==> config.mk <==
export PLATFORM = sky130hd
export DESIGN_NAME = date_time_check_weekday_core
export DESIGN_NICKNAME = d
export VERILOG_FILES = /design/src/rtl/core/dtcw_pkg.sv /design/src/rtl/core/dtcw_validate.sv /design/src/rtl/core/dtcw_weekday.sv /design/src/rtl/core/date_time_check_weekday_core.sv
export SDC_FILE = /design/constraint.sdc
export NUM_CORES = 1
export LEC_CHECK = 0
export ABC_AREA = 1
export ABC_CLOCK_PERIOD_IN_PS = 8300
export BUFFER_PORTS_ARGS = -buffer_cell sky130_fd_sc_hd__buf_2
export CAP_MARGIN = 20
export CORE_ASPECT_RATIO = 1.75
export CORE_MARGIN = 5
export CORE_UTILIZATION = 30
export DETAILED_ROUTE_END_ITERATION = 7
export PLACE_DENSITY = 0.58
export SETUP_SLACK_MARGIN = 0.1
export SKIP_LAST_GASP = 1
export SYNTH_ARGS = -nofsm -noshare
export SYNTH_HDL_FRONTEND = slang
export SYNTH_SLANG_ARGS = --single-unit
export TNS_END_PERCENT = 30
==> constraint.sdc <==
create_clock -name i_clk -period 8.3 [get_ports i_clk]
set_input_delay 0.415 -clock i_clk [delete_from_list [all_inputs] [get_ports i_clk]]
set_output_delay 0.415 -clock i_clk [all_outputs]
set_load 0.05 [all_outputs]
==> src/rtl/core/dtcw_pkg.sv <==
`timescale 1ns / 1ps
// ----------------------------------------------------------------------------
// dtcw_pkg: shared types and tables for the date/time check and weekday core
// Request and result structs, range limits, month tables and a small
// modulo-7 reduction used by the weekday path.
// ----------------------------------------------------------------------------
package dtcw_pkg;

    localparam logic [13:0] YEAR_MIN     = 14'd2000;
    localparam logic [13:0] YEAR_MAX     = 14'd2099;
    localparam logic [4:0]  HOUR_MAX     = 5'd23;
    localparam logic [4:0]  PM_HOUR      = 5'd12;
    localparam logic [5:0]  MIN_SEC_MAX  = 6'd59;
    localparam logic [7:0]  BASE_WEEKDAY = 8'd5;   // 2000-01-01, Saturday
    localparam logic [3:0]  MONTH_FEB    = 4'd2;

    typedef struct packed {
        logic [13:0] year;
        logic [3:0]  month;
        logic [4:0]  day;
        logic [4:0]  hour;
        logic [5:0]  minute;
        logic [5:0]  second;
    } t_dtcw_in;

    typedef struct packed {
        logic       status;
        logic [6:0] year_offset;
        logic [2:0] weekday;
        logic       is_pm;
    } t_dtcw_out;

    // Check outcome handed from the validator to the weekday path
    typedef struct packed {
        logic       ok;
        logic       leap;
        logic [6:0] year_offset;
        logic       is_pm;
    } t_dtcw_chk;

    function automatic logic [4:0] month_length(input logic [3:0] month, input logic leap);
        logic [4:0] len;
        begin
            case (month)
                4'd2: begin
                    len = leap ? 5'd29 : 5'd28;
                end
                4'd4, 4'd6, 4'd9, 4'd11: begin
                    len = 5'd30;
                end
                4'd1, 4'd3, 4'd5, 4'd7, 4'd8, 4'd10, 4'd12: begin
                    len = 5'd31;
                end
                default: begin
                    len = 5'd0;
                end
            endcase
            return len;
        end
    endfunction

    // Days before the first of the month, reduced modulo 7
    function automatic logic [2:0] month_offset_mod7(input logic [3:0] month);
        logic [2:0] r;
        begin
            case (month)
                4'd1:    r = 3'd0;
                4'd2:    r = 3'd3;
                4'd3:    r = 3'd3;
                4'd4:    r = 3'd6;
                4'd5:    r = 3'd1;
                4'd6:    r = 3'd4;
                4'd7:    r = 3'd6;
                4'd8:    r = 3'd2;
                4'd9:    r = 3'd5;
                4'd10:   r = 3'd0;
                4'd11:   r = 3'd3;
                4'd12:   r = 3'd5;
                default: r = 3'd0;
            endcase
            return r;
        end
    endfunction

    // 8 = 1 mod 7, so fold octal digits twice and correct once
    function automatic logic [2:0] mod7(input logic [7:0] x);
        logic [4:0] f1;
        logic [3:0] f2;
        begin
            f1 = {2'b00, x[2:0]} + {2'b00, x[5:3]} + {3'b000, x[7:6]};
            f2 = {1'b0, f1[2:0]} + {2'b00, f1[4:3]};
            if (f2 >= 4'd7) begin
                f2 = f2 - 4'd7;
            end
            return f2[2:0];
        end
    endfunction

endpackage

==> src/rtl/core/dtcw_validate.sv <==
`timescale 1ns / 1ps
// ----------------------------------------------------------------------------
// dtcw_validate: range check of one date and time request
// Flags any field out of range, applies the leap rule and derives the year
// offset and the afternoon flag.
// ----------------------------------------------------------------------------
module dtcw_validate
    import dtcw_pkg::*;
(
    input  t_dtcw_in  i_request,
    output t_dtcw_chk o_chk
);

    logic [13:0] year_diff;
    logic        year_ok;
    logic        month_ok;
    logic        day_ok;
    logic        time_ok;
    logic        leap;

    assign year_diff = i_request.year - YEAR_MIN;
    assign year_ok   = (i_request.year >= YEAR_MIN) && (i_request.year <= YEAR_MAX);
    assign month_ok  = (i_request.month >= 4'd1) && (i_request.month <= 4'd12);

    // 2000 is divisible by 400, and 2100 lies outside the range
    assign leap      = (year_diff[1:0] == 2'b00);

    assign day_ok    = (i_request.day >= 5'd1) &&
                       (i_request.day <= month_length(i_request.month, leap));
    assign time_ok   = (i_request.hour <= HOUR_MAX) &&
                       (i_request.minute <= MIN_SEC_MAX) &&
                       (i_request.second <= MIN_SEC_MAX);

    assign o_chk.ok          = year_ok && month_ok && day_ok && time_ok;
    assign o_chk.leap        = leap;
    assign o_chk.year_offset = year_diff[6:0];
    assign o_chk.is_pm       = (i_request.hour >= PM_HOUR);

endmodule

==> src/rtl/core/dtcw_weekday.sv <==
`timescale 1ns / 1ps
// ----------------------------------------------------------------------------
// dtcw_weekday: day of week for a checked date
// Sums the day count modulo 7 from the year offset, month and day; each
// year adds one weekday since 365 = 1 mod 7.
// ----------------------------------------------------------------------------
module dtcw_weekday
    import dtcw_pkg::*;
(
    input  logic [6:0] i_year_offset,
    input  logic       i_leap,
    input  logic [3:0] i_month,
    input  logic [4:0] i_day,
    output logic [2:0] o_weekday
);

    logic [7:0] leap_days;
    logic [7:0] day_sum;
    logic       leap_adj;

    // leap days in 2000..year-1
    assign leap_days = ({1'b0, i_year_offset} + 8'd3) >> 2;
    assign leap_adj  = i_leap && (i_month > MONTH_FEB);

    assign day_sum = {1'b0, i_year_offset} + leap_days
                   + {5'd0, month_offset_mod7(i_month)}
                   + {7'd0, leap_adj}
                   + ({3'd0, i_day} - 8'd1)
                   + BASE_WEEKDAY;

    assign o_weekday = mod7(day_sum) + 3'd1;

endmodule

==> src/rtl/core/date_time_check_weekday_core.sv <==
`timescale 1ns / 1ps
// A request taken at a clock edge is registered in r_in and r_vld; its result
// and strobe (o_done) are then registered in r_out and r_done.
// Throughput: one request per cycle; busy stays low, set by the single
// register-to-register pass through the check and weekday logic.
// Reset (synchronous, active low) clears the valid flags; no result follows.
// ----------------------------------------------------------------------------
// date_time_check_weekday_core: calendar date and time check with weekday
// Registers the request, validates every field, computes the weekday and
// registers one result per request.
// ----------------------------------------------------------------------------
module date_time_check_weekday_core
    import dtcw_pkg::*;
(
    input  logic      i_clk,
    input  logic      i_rst_n,
    input  logic      start,
    output logic      busy,
    input  t_dtcw_in  i_request,
    output logic      o_done,
    output t_dtcw_out o_result
);

    logic      r_vld;
    t_dtcw_in  r_in;
    logic      r_done;
    t_dtcw_out r_out;
    t_dtcw_out n_out;
    t_dtcw_chk chk;
    logic [2:0] weekday;

    assign busy = 1'b0;

    always_ff @(posedge i_clk) begin
        if (!i_rst_n) begin
            r_vld <= 1'b0;
        end else begin
            r_vld <= start;
        end
    end

    always_ff @(posedge i_clk) begin
        if (start) begin
            r_in <= i_request;
        end
    end

    dtcw_validate u_validate (
        .i_request (r_in),
        .o_chk     (chk)
    );

    dtcw_weekday u_weekday (
        .i_year_offset (chk.year_offset),
        .i_leap        (chk.leap),
        .i_month       (r_in.month),
        .i_day         (r_in.day),
        .o_weekday     (weekday)
    );

    // drop every result field but status when the request is out of range
    always_comb begin
        n_out.status      = !chk.ok;
        n_out.year_offset = chk.ok ? chk.year_offset : 7'd0;
        n_out.weekday     = chk.ok ? weekday : 3'd0;
        n_out.is_pm       = chk.ok ? chk.is_pm : 1'b0;
    end

    always_ff @(posedge i_clk) begin
        if (!i_rst_n) begin
            r_done <= 1'b0;
        end else begin
            r_done <= r_vld;
        end
    end

    always_ff @(posedge i_clk) begin
        if (r_vld) begin
            r_out <= n_out;
        end
    end

    assign o_done   = r_done;
    assign o_result = r_out;

`ifndef SYNTHESIS
    a_done_follows_start: assert property (@(posedge i_clk) disable iff (!i_rst_n)
        ($past(i_rst_n) && $past(i_rst_n, 2)) |-> (o_done == $past(start, 2)))
        else $error("result strobe does not follow request by two cycles");

    a_error_clears_fields: assert property (@(posedge i_clk) disable iff (!i_rst_n)
        (o_done && o_result.status) |->
        (o_result.year_offset == 7'd0 && o_result.weekday == 3'd0 && !o_result.is_pm))
        else $error("error result carries non-zero fields");

    a_valid_weekday: assert property (@(posedge i_clk) disable iff (!i_rst_n)
        (o_done && !o_result.status) |->
        (o_result.weekday != 3'd0 && o_result.year_offset <= 7'd99))
        else $error("valid result has weekday or year offset out of range");

    a_pm_from_hour: assert property (@(posedge i_clk) disable iff (!i_rst_n)
        (r_vld && chk.ok) |=> (o_result.is_pm == ($past(r_in.hour) >= PM_HOUR)))
        else $error("afternoon flag does not match the request hour");
`endif

endmodule
==> impl_metrics.env, run 1 <==
export IMPL_outcome="finished, final reports clean"
export IMPL_clkSinkCount=51
export IMPL_core_area_um2=11000
export IMPL_period_share_pct=77.1
export IMPL_gp_congestion=0.810
export IMPL_grt_pass1_vias=2288
export IMPL_path_clk_slew_ps=70
export IMPL_design_area_um2=3870
export IMPL_insertion_delay_ps=290
export IMPL_critPathCaptureType="register"
export IMPL_relSlewSlack_pct=63.8
export IMPL_synth_area_um2=3320
export IMPL_yosysSeqAreaShare_pct=44.6
export IMPL_yosys_register_bits=51
export IMPL_drive_gt1_share_pct=18.5
export IMPL_ys_types=34
export IMPL_synth_flop_cell="edfxtp_1"
export IMPL_rsz0062_at_grt="no"
export IMPL_yosysTopAreaCell="edfxtp_1"
export IMPL_htree_levels=2
export IMPL_avgRoutedWirePerCell_um=11.3
export IMPL_viasPerCell=4.41
export IMPL_post_cts_buffers=0
export IMPL_die_x_um=89.6
export IMPL_worstPathArrival_ps=6450
export IMPL_fmax_mhz=156
export IMPL_final_nets=489
export IMPL_synth_edf_count=46
export IMPL_ant_nets=0
export IMPL_cts_hold_buf=0
export IMPL_syn_avg_cell_area_um2=9.83
export IMPL_synth_cells=338
export IMPL_syn_num_nets=434
export IMPL_layout_common_cells="inv_1, nand2_1, buf_2"
export IMPL_final_common_cell="inv_1"
export IMPL_finalHoldViolations=0
export IMPL_syn_to_final_growth_pct=16.4
export IMPL_dp_hpwl_um=5070
export IMPL_cts_made_buffers=5
export IMPL_cts_tree="yes"
export IMPL_skew_ps=3.94
export IMPL_synth_async_reset_ratio_pct=0
export IMPL_antenna_found_initial=0
export IMPL_ios=57
export IMPL_grtUsageTotal_pct=9.52
export IMPL_fin_crit_ps=6400
export IMPL_path_max_fanout=5
export IMPL_max_cap_violations=0
export IMPL_root_buffer="clkbuf_16"
export IMPL_start_util_pct=30.3
export IMPL_cts_resized=0
export IMPL_yosys_top_cells_area="edfxtp_1, ha_1, fa_1"
export IMPL_placed_cell_area_um2=3720
export IMPL_diodes=0
export IMPL_grt_max_degree=42
export IMPL_vias=2321
export IMPL_fin_tns_setup_ps=0
export IMPL_crit_required_ps=8340
export IMPL_ys_warn_count=0
export IMPL_slew_viol_final=0
export IMPL_crit_type="reg2reg"
export IMPL_tightest_slew_ps=542
export IMPL_die_area_um2=13400
export IMPL_drt_wl_total_um=5950
export IMPL_fp_dieH_um=149
export IMPL_gr_total_overflow=0
export IMPL_io_buffers=49
export IMPL_ff2ff_setup_slack_ps=1900
export IMPL_fill_cells=1158
export IMPL_num_rows=51
export IMPL_drt_first_pass_iters=4
export IMPL_dr_first_iter_drc_count=61
export IMPL_clockBufferDepth=2
export IMPL_synth_top_area_share_pct=41.6
export IMPL_finalSetupViolations=0
export IMPL_hp_class="in2reg"
export IMPL_start_kind="register"
export IMPL_grt_pass1_wl_um=9650
export IMPL_drc=0
-- cell usage after synthesis (2+ instances only) --
cell,number
nor3_1,3
fa_1,12
edfxtp_1,46
ha_1,41
xnor2_1,6
a21oi_1,11
dfxtp_1,5
o21ai_0,5
nor2_1,29
nor2_2,11
a21o_1,2
nand3_1,15
inv_1,63
xor2_1,6
nand2_1,62
nand3b_1,2
o21ai_1,2
-- kinds of logic after synthesis --
logic type	after synthesis	synth area share (%)
other	1	0.113
and+or+nand+nor	129	17.1
AOI/OAI and AO/OA	26	4.59
adders and majority gates	53	22.7
buffers and inverters	66	7.79
DFF	51	44.6
xor gates and xnor gates	12	3.16
-- critical path: stages (launching register included) --
cell and delay, ps:
edfxtp_1 360, inv_1 110, ha_1 300, inv_1 50
fa_1 500, inv_1 50, fa_1 530, inv_1 40
ha_1 280, ha_1 230, fa_1 410, xor2_1 160
ha_1 210, fa_1 520, inv_1 60, fa_1 420
inv_1 70, nand3_1 160, nor2_1 240, fa_1 460
ha_1 230, nand3_2 120, nand2_1 80, nand2_1 60
nand2_1 60, ha_1 300, inv_1 100, nor2_4 40
-- final cells by class --
| class | instances | area (um2) | area share, % |
|---|---|---|---|
| Inverter | 64 | 240 | 6.21 |
| Tap cell | 132 | 165 | 4.27 |
| Clock buffer | 5 | 125 | 3.24 |
| Clock inverter | 3 | 20.0 | 0.518 |
| Timing Repair Buffer | 50 | 253 | 6.54 |
| Sequential cell | 51 | 1480 | 38.3 |
| Multi-Input combinational cell | 221 | 1580 | 40.9 |
-- metal layers --
metal | share of wire (%) | vias up | track usage (%) | routed length (um)
li1 | - | 1195 | - | -
met1 | 36 | 1083 | 8.97 | 2110
met2 | 58 | 37 | 18.5 | 3440
met3 | 4.7 | 6 | 2.32 | 278
met4 | 1.9 | 0 | 3.80 | 111
met5 | 0 | - | 0 | 0
-- through the flow --
stage	util (%)	setup slack (ps)	cells	hold slack, ps
floorplan	-	2320	338	508
global placement	33.9	1930	518	586
detailed placement	33.9	1830	518	590
global route	35.2	1550	526	278
finish	35.2	1900	526	294
CTS	35.2	1830	526	285
-- state kept, by name, indices dropped and copies added, names as in the netlist, named ones only --
name and count:
r_vld 1, o_result 12, o_done 1, r_in 34
-- path summary, 6_finish.rpt --
kind                                         start                   endpoint  cells after the start
worst max register to register  r_in[17]$_DFFE_PP_  o_result[2]$_SDFFCE_PN0P_                     27
worst min register to register  r_in[14]$_DFFE_PP_  o_result[0]$_SDFFCE_PN0P_                      2
worst max-delay path            r_in[17]$_DFFE_PP_  o_result[2]$_SDFFCE_PN0P_                     27
worst min-delay path                 i_request[33]         r_in[33]$_DFFE_PP_                      1
Power of run 1 is left out: the tool's default activity adds up to more than one toggle a clock period on the data nets, which glitch-free logic cannot reach.
==> run 2: changes to the inputs <==
--- a/config.mk
+++ b/config.mk
@@ -6,14 +6,14 @@
 export NUM_CORES = 1
 export LEC_CHECK = 0
 export ABC_AREA = 1
-export ABC_CLOCK_PERIOD_IN_PS = 8300
+export ABC_CLOCK_PERIOD_IN_PS = 5700
 export BUFFER_PORTS_ARGS = -buffer_cell sky130_fd_sc_hd__buf_2
 export CAP_MARGIN = 20
 export CORE_ASPECT_RATIO = 1.75
 export CORE_MARGIN = 5
 export CORE_UTILIZATION = 30
 export DETAILED_ROUTE_END_ITERATION = 7
-export PLACE_DENSITY = 0.58
+export PLACE_DENSITY = 0.6
 export SETUP_SLACK_MARGIN = 0.1
 export SKIP_LAST_GASP = 1
 export SYNTH_ARGS = -nofsm -noshare
==> constraint.sdc (replaced) <==
create_clock -name i_clk -period 5.7 [get_ports i_clk]
set_input_delay 0.285 -clock i_clk [delete_from_list [all_inputs] [get_ports i_clk]]
set_output_delay 0.285 -clock i_clk [all_outputs]
set_load 0.05 [all_outputs]
==> run 2 against run 1 <==
Compared with the run above: the run now ends with negative setup slack left; clock skew grew 5.3 ps; fmax grew 7.6%; routed wire length grew 5.7%; largest cell class unchanged.
==> impl_metrics.env, run 2 (synthesis gave the netlist of run 1 again) <==
export IMPL_outcome="complete, but fails checks"
export IMPL_violations="negative setup slack"
export IMPL_ant_nets=0
export IMPL_avgRoutedWirePerCell_um=11.3
export IMPL_finalSetupViolations=3
export IMPL_met2_length_um=3620
export IMPL_skew_ps=9.21
export IMPL_ios=57
export IMPL_core_area_um2=11000
export IMPL_met1_length_um=2280
export IMPL_die_area_um2=13400
export IMPL_drc=0
export IMPL_placed_cell_area_um2=3980
export IMPL_grt_max_degree=42
export IMPL_top_register="r_in"
export IMPL_rr_worst_depth=26
export IMPL_path_max_fanout=4
export IMPL_fp_dieH_um=149
export IMPL_post_route_util_pct=39.4
export IMPL_relSlewSlack_pct=44.2
export IMPL_grt_pass1_vias=2532
export IMPL_viasPerCell=4.39
export IMPL_drt_first_pass_iters=4
export IMPL_finalHoldViolations=0
export IMPL_final_nets=521
export IMPL_design_area_um2=4320
export IMPL_max_cap_violations=0
export IMPL_crit_slowest_cell="fa_1"
export IMPL_fmax_mhz=168
export IMPL_htree_levels=2
export IMPL_grt_pass1_wl_um=10500
export IMPL_top_regs="r_in (34), o_result (12)"
export IMPL_largest_reg_flops=34
export IMPL_path_clk_slew_ps=70
export IMPL_cts_hold_buf=0
export IMPL_start_kind="register"
export IMPL_cp_buffers_inverters=5
export IMPL_clockBufferDepth=2
export IMPL_cp_top_family="adder cells"
export IMPL_drt_wl_total_um=6280
export IMPL_io_buffers=49
export IMPL_ff2ff_setup_slack_ps=-250
export IMPL_period_share_pct=104
export IMPL_vias=2451
export IMPL_cts_tree="yes"
export IMPL_antenna_found_initial=0
export IMPL_rr_endpoint="o_result[2]$_SDFFCE_PN0P_"
export IMPL_endpoint="o_result[2]$_SDFFCE_PN0P_"
export IMPL_gp_congestion=0.785
export IMPL_die_x_um=89.6
export IMPL_layout_common_cells="inv_1, nand2_1, buf_2"
export IMPL_tightest_slew_ps=837
export IMPL_grtUsageTotal_pct=9.98
export IMPL_dr_first_iter_drc_count=80
export IMPL_crit_type="reg2reg"
export IMPL_critPathCaptureType="register"
export IMPL_hp_class="in2reg"
export IMPL_diodes=0
export IMPL_crit_required_ps=5740
export IMPL_clkSinkCount=51
export IMPL_wl_met3_um=290
export IMPL_highest_layer="met4"
export IMPL_start_util_pct=30.3
export IMPL_r2r_start="r_in[17]$_DFFE_PP_"
export IMPL_num_rows=51
export IMPL_fin_ws_ps=-252
export IMPL_slew_viol_final=0
export IMPL_rsz0062_at_grt="yes"
export IMPL_drive_gt1_share_pct=32.4
export IMPL_fin_crit_ps=5950
export IMPL_pre_cts_slack_ps=-306
export IMPL_root_buffer="clkbuf_16"
export IMPL_crit_cells=26
export IMPL_gr_total_overflow=0
export IMPL_cts_made_buffers=5
export IMPL_insertion_delay_ps=300
export IMPL_worstPathArrival_ps=5990
export IMPL_syn_to_final_growth_pct=30.1
export IMPL_crit_path_start="r_in[17]$_DFFE_PP_"
export IMPL_cp_slowest_stage_delay_ps=540
export IMPL_dp_hpwl_um=5150
==> run 2: cell types whose count changed in the layout (fill, tap and decap cells not counted), moves of 4 or more <==
cell / before / now
ha_4: 0 / 6
nand2_1: 62 / 58
a21oi_2: 0 / 4
inv_2: 1 / 6
nand2_2: 0 / 4
ha_1: 41 / 32
buf_4: 1 / 33
a21oi_1: 11 / 7
inv_1: 63 / 58
==> run 2: layout make-up <==
class / count / area (um2)
multi-input cells: 221 / 1750
well taps: 132 / 165
flip-flops and latches: 51 / 1480
inverters: 64 / 240
clock inverters: 3 / 71.3
fillers: 1099 / 6650
clock buffers: 5 / 125
repair buffers: 82 / 493
==> run 2: worst min path at each step <==
stage	cells after the start	slack, ps	startpoint	endpoint
floorplan	2	380	i_rst_n	o_done$_SDFF_PN0_
global placement	1	460	i_request[32]	r_in[32]$_DFFE_PP_
detailed placement	1	460	i_request[3]	r_in[3]$_DFFE_PP_
CTS	1	150	i_request[18]	r_in[18]$_DFFE_PP_
global route	1	150	i_request[32]	r_in[32]$_DFFE_PP_
finish	1	160	i_request[18]	r_in[18]$_DFFE_PP_
==> run 2: layer usage <==
layer,GRT usage (%),up-vias
met5,0,-
met4,2.91,0
met3,2.54,8
met2,19.3,40
met1,9.97,1142
li1,-,1261
==> run 2: what timing repair did <==
| item | CTS | global route |
|---|---|---|
| pin swaps | 8 | 13 |
| resized for setup | 2 | 18 |
| buffers inserted | 1 | 2 |
| setup endpoints to repair | 3 | 3 |
==> run 2: stage by stage <==
step	hold WS, ps	TNS, ps	cells
2_1_floorplan	378	-89.5	338
3_3_place_gp	463	-374	547
3_5_place_dp	464	-671	547
4_1_cts	153	-442	556
5_1_grt	149	-1270	558
6_report	160	-580	558
Power of run 2 is left out for the same reason.
==> run 3: changes to the inputs <==
--- a/config.mk
+++ b/config.mk
@@ -9,8 +9,8 @@
 export ABC_CLOCK_PERIOD_IN_PS = 5700
 export BUFFER_PORTS_ARGS = -buffer_cell sky130_fd_sc_hd__buf_2
 export CAP_MARGIN = 20
-export CORE_ASPECT_RATIO = 1.75
-export CORE_MARGIN = 5
+export CORE_ASPECT_RATIO = 1.4
+export CORE_MARGIN = 3
 export CORE_UTILIZATION = 30
 export DETAILED_ROUTE_END_ITERATION = 7
 export PLACE_DENSITY = 0.6
==> run 3 against run 2 <==
Compared with the run above: the run still ends with negative setup slack left; final cell count rose by 1.6%; die area down 7.3%; sequential share of layout area rose by 0.36 points; flip-flop and latch count did not move; critical path type unchanged; largest cell class unchanged; highest routed layer unchanged.
==> impl_metrics.env, run 3 (synthesis gave the netlist of run 1 again) <==
export IMPL_outcome="complete, but fails checks"
export IMPL_violations="negative setup slack"
export IMPL_start_kind="register"
export IMPL_fmax_mhz=168
export IMPL_drt_wl_total_um=5930
export IMPL_dp_cells=553
export IMPL_fin_ws_ps=-247
export IMPL_dr_first_iter_drc_count=60
export IMPL_grt_max_degree=42
export IMPL_io_buffers=49
export IMPL_clkSinkCount=51
export IMPL_die_x_um=95.0
export IMPL_dp_hpwl_um=5000
export IMPL_drive_gt1_share_pct=31.0
export IMPL_diodes=0
export IMPL_crit_type="reg2reg"
export IMPL_die_area_um2=12400
export IMPL_ant_nets=0
export IMPL_start_util_pct=31.4
export IMPL_drc=0
export IMPL_cts_made_buffers=5
export IMPL_fp_dieH_um=131
export IMPL_fin_crit_ps=5950
export IMPL_hp_class="in2reg"
export IMPL_grt_pass1_vias=2449
export IMPL_critPathCaptureType="register"
export IMPL_grtUsageTotal_pct=10.1
export IMPL_period_share_pct=104
export IMPL_root_buffer="clkbuf_16"
export IMPL_largest_reg_flops=34
export IMPL_relSlewSlack_pct=46.0
export IMPL_worstPathArrival_ps=5990
export IMPL_viasPerCell=4.26
export IMPL_vias=2418
export IMPL_insertion_delay_ps=290
export IMPL_top_register="r_in"
export IMPL_core_area_um2=10600
export IMPL_path_clk_slew_ps=70
export IMPL_fill_cells=1052
export IMPL_finalSetupViolations=3
export IMPL_ios=57
export IMPL_drt_first_pass_iters=4
export IMPL_gp_congestion=0.797
export IMPL_syn_to_final_growth_pct=28.8
export IMPL_clockBufferDepth=2
export IMPL_grt_pass1_wl_um=10100
export IMPL_max_cap_violations=0
export IMPL_top_regs="r_in (34), o_result (12)"
export IMPL_num_rows=44
export IMPL_htree_levels=2
export IMPL_final_common_cell="nand2_1"
export IMPL_antenna_found_initial=0
export IMPL_finalHoldViolations=0
export IMPL_path_max_fanout=4
export IMPL_crit_required_ps=5740
export IMPL_ff2ff_setup_slack_ps=-250
export IMPL_slew_viol_final=0
export IMPL_rsz0062_at_grt="yes"
export IMPL_skew_ps=5.43
export IMPL_cts_hold_buf=0
export IMPL_cts_tree="yes"
export IMPL_gr_total_overflow=0
export IMPL_avgRoutedWirePerCell_um=10.5
export IMPL_final_nets=524
export IMPL_post_route_util_pct=40.5
export IMPL_fin_cells=567
export IMPL_tightest_slew_ps=809
export IMPL_layout_common_cells="nand2_1, inv_1, buf_2"
[run 3: changes by cell type in the layout (fill, tap and decap cells not counted), moves of 2 or more]
cell / before / now
buf_4: 33 / 36
inv_1: 58 / 56
inv_2: 6 / 8
nand2_1: 58 / 61
nand2_2: 4 / 1
[run 3: area by class of cell]
cell class | instances | area [um2] | share of cell area (%)
multi-input cells | 221 | 1700 | 39.8
flip-flops and latches | 51 | 1480 | 34.6
inverters | 64 | 240 | 5.61
clock buffers | 5 | 125 | 2.92
well taps | 138 | 173 | 4.04
repair buffers | 85 | 515 | 12.0
clock inverters | 3 | 42.5 | 0.994
[run 3: timing repair]
action,4_1_cts,5_1_grt
gates resized for setup,4,8
gates cloned,0,0
pin swaps,8,14
buffers inserted,1,5
setup endpoints to repair,3,3
[run 3: stage by stage]
stage	setup TNS, ps	hold slack [ps]	setup slack (ps)	instance area [um2]
2_1_floorplan	-89.5	378	-47.6	3370
6_report	-502	166	-247	4280
5_1_grt	-1440	155	-559	4280
3_3_place_gp	-365	461	-191	3990
4_1_cts	-383	160	-205	4180
3_5_place_dp	-626	463	-283	3990
[run 3: worst paths after layout]
check,from,endpoint,depth (start not counted)
max,r_in[18]$_DFFE_PP_,o_result[2]$_SDFFCE_PN0P_,26
min,i_request[10],r_in[10]$_DFFE_PP_,1
max reg2reg,r_in[18]$_DFFE_PP_,o_result[2]$_SDFFCE_PN0P_,26
min reg2reg,r_in[16]$_DFFE_PP_,o_result[0]$_SDFFCE_PN0P_,2
[run 3: critical path, cell delays in order, from the launching register on]
cell and delay (ps):
edfxtp_1 370, inv_2 70, ha_4 260, inv_2 30
fa_2 520, inv_2 40, fa_2 520, inv_2 40
ha_4 210, ha_4 160, fa_2 390, xor2_1 180
ha_2 230, fa_1 440, ha_1 320, a21oi_2 150
a21oi_2 50, xnor2_1 120, ha_2 190, fa_1 540
ha_2 210, nand3_4 80, nand3_1 80, nand2_1 70
ha_1 300, inv_2 70, nor2_4 30
[run 3: per-layer routing]
metal,global-route usage (%),part of all wire (%),routed length (um),vias to the layer above
met4,3.23,0.81,48,0
met5,0,0,0,-
met2,19.7,55,3280,44
li1,-,-,-,1269
met3,2.35,4.6,270,5
met1,10.5,39,2330,1100
Power of run 3 is left out for the same reason.
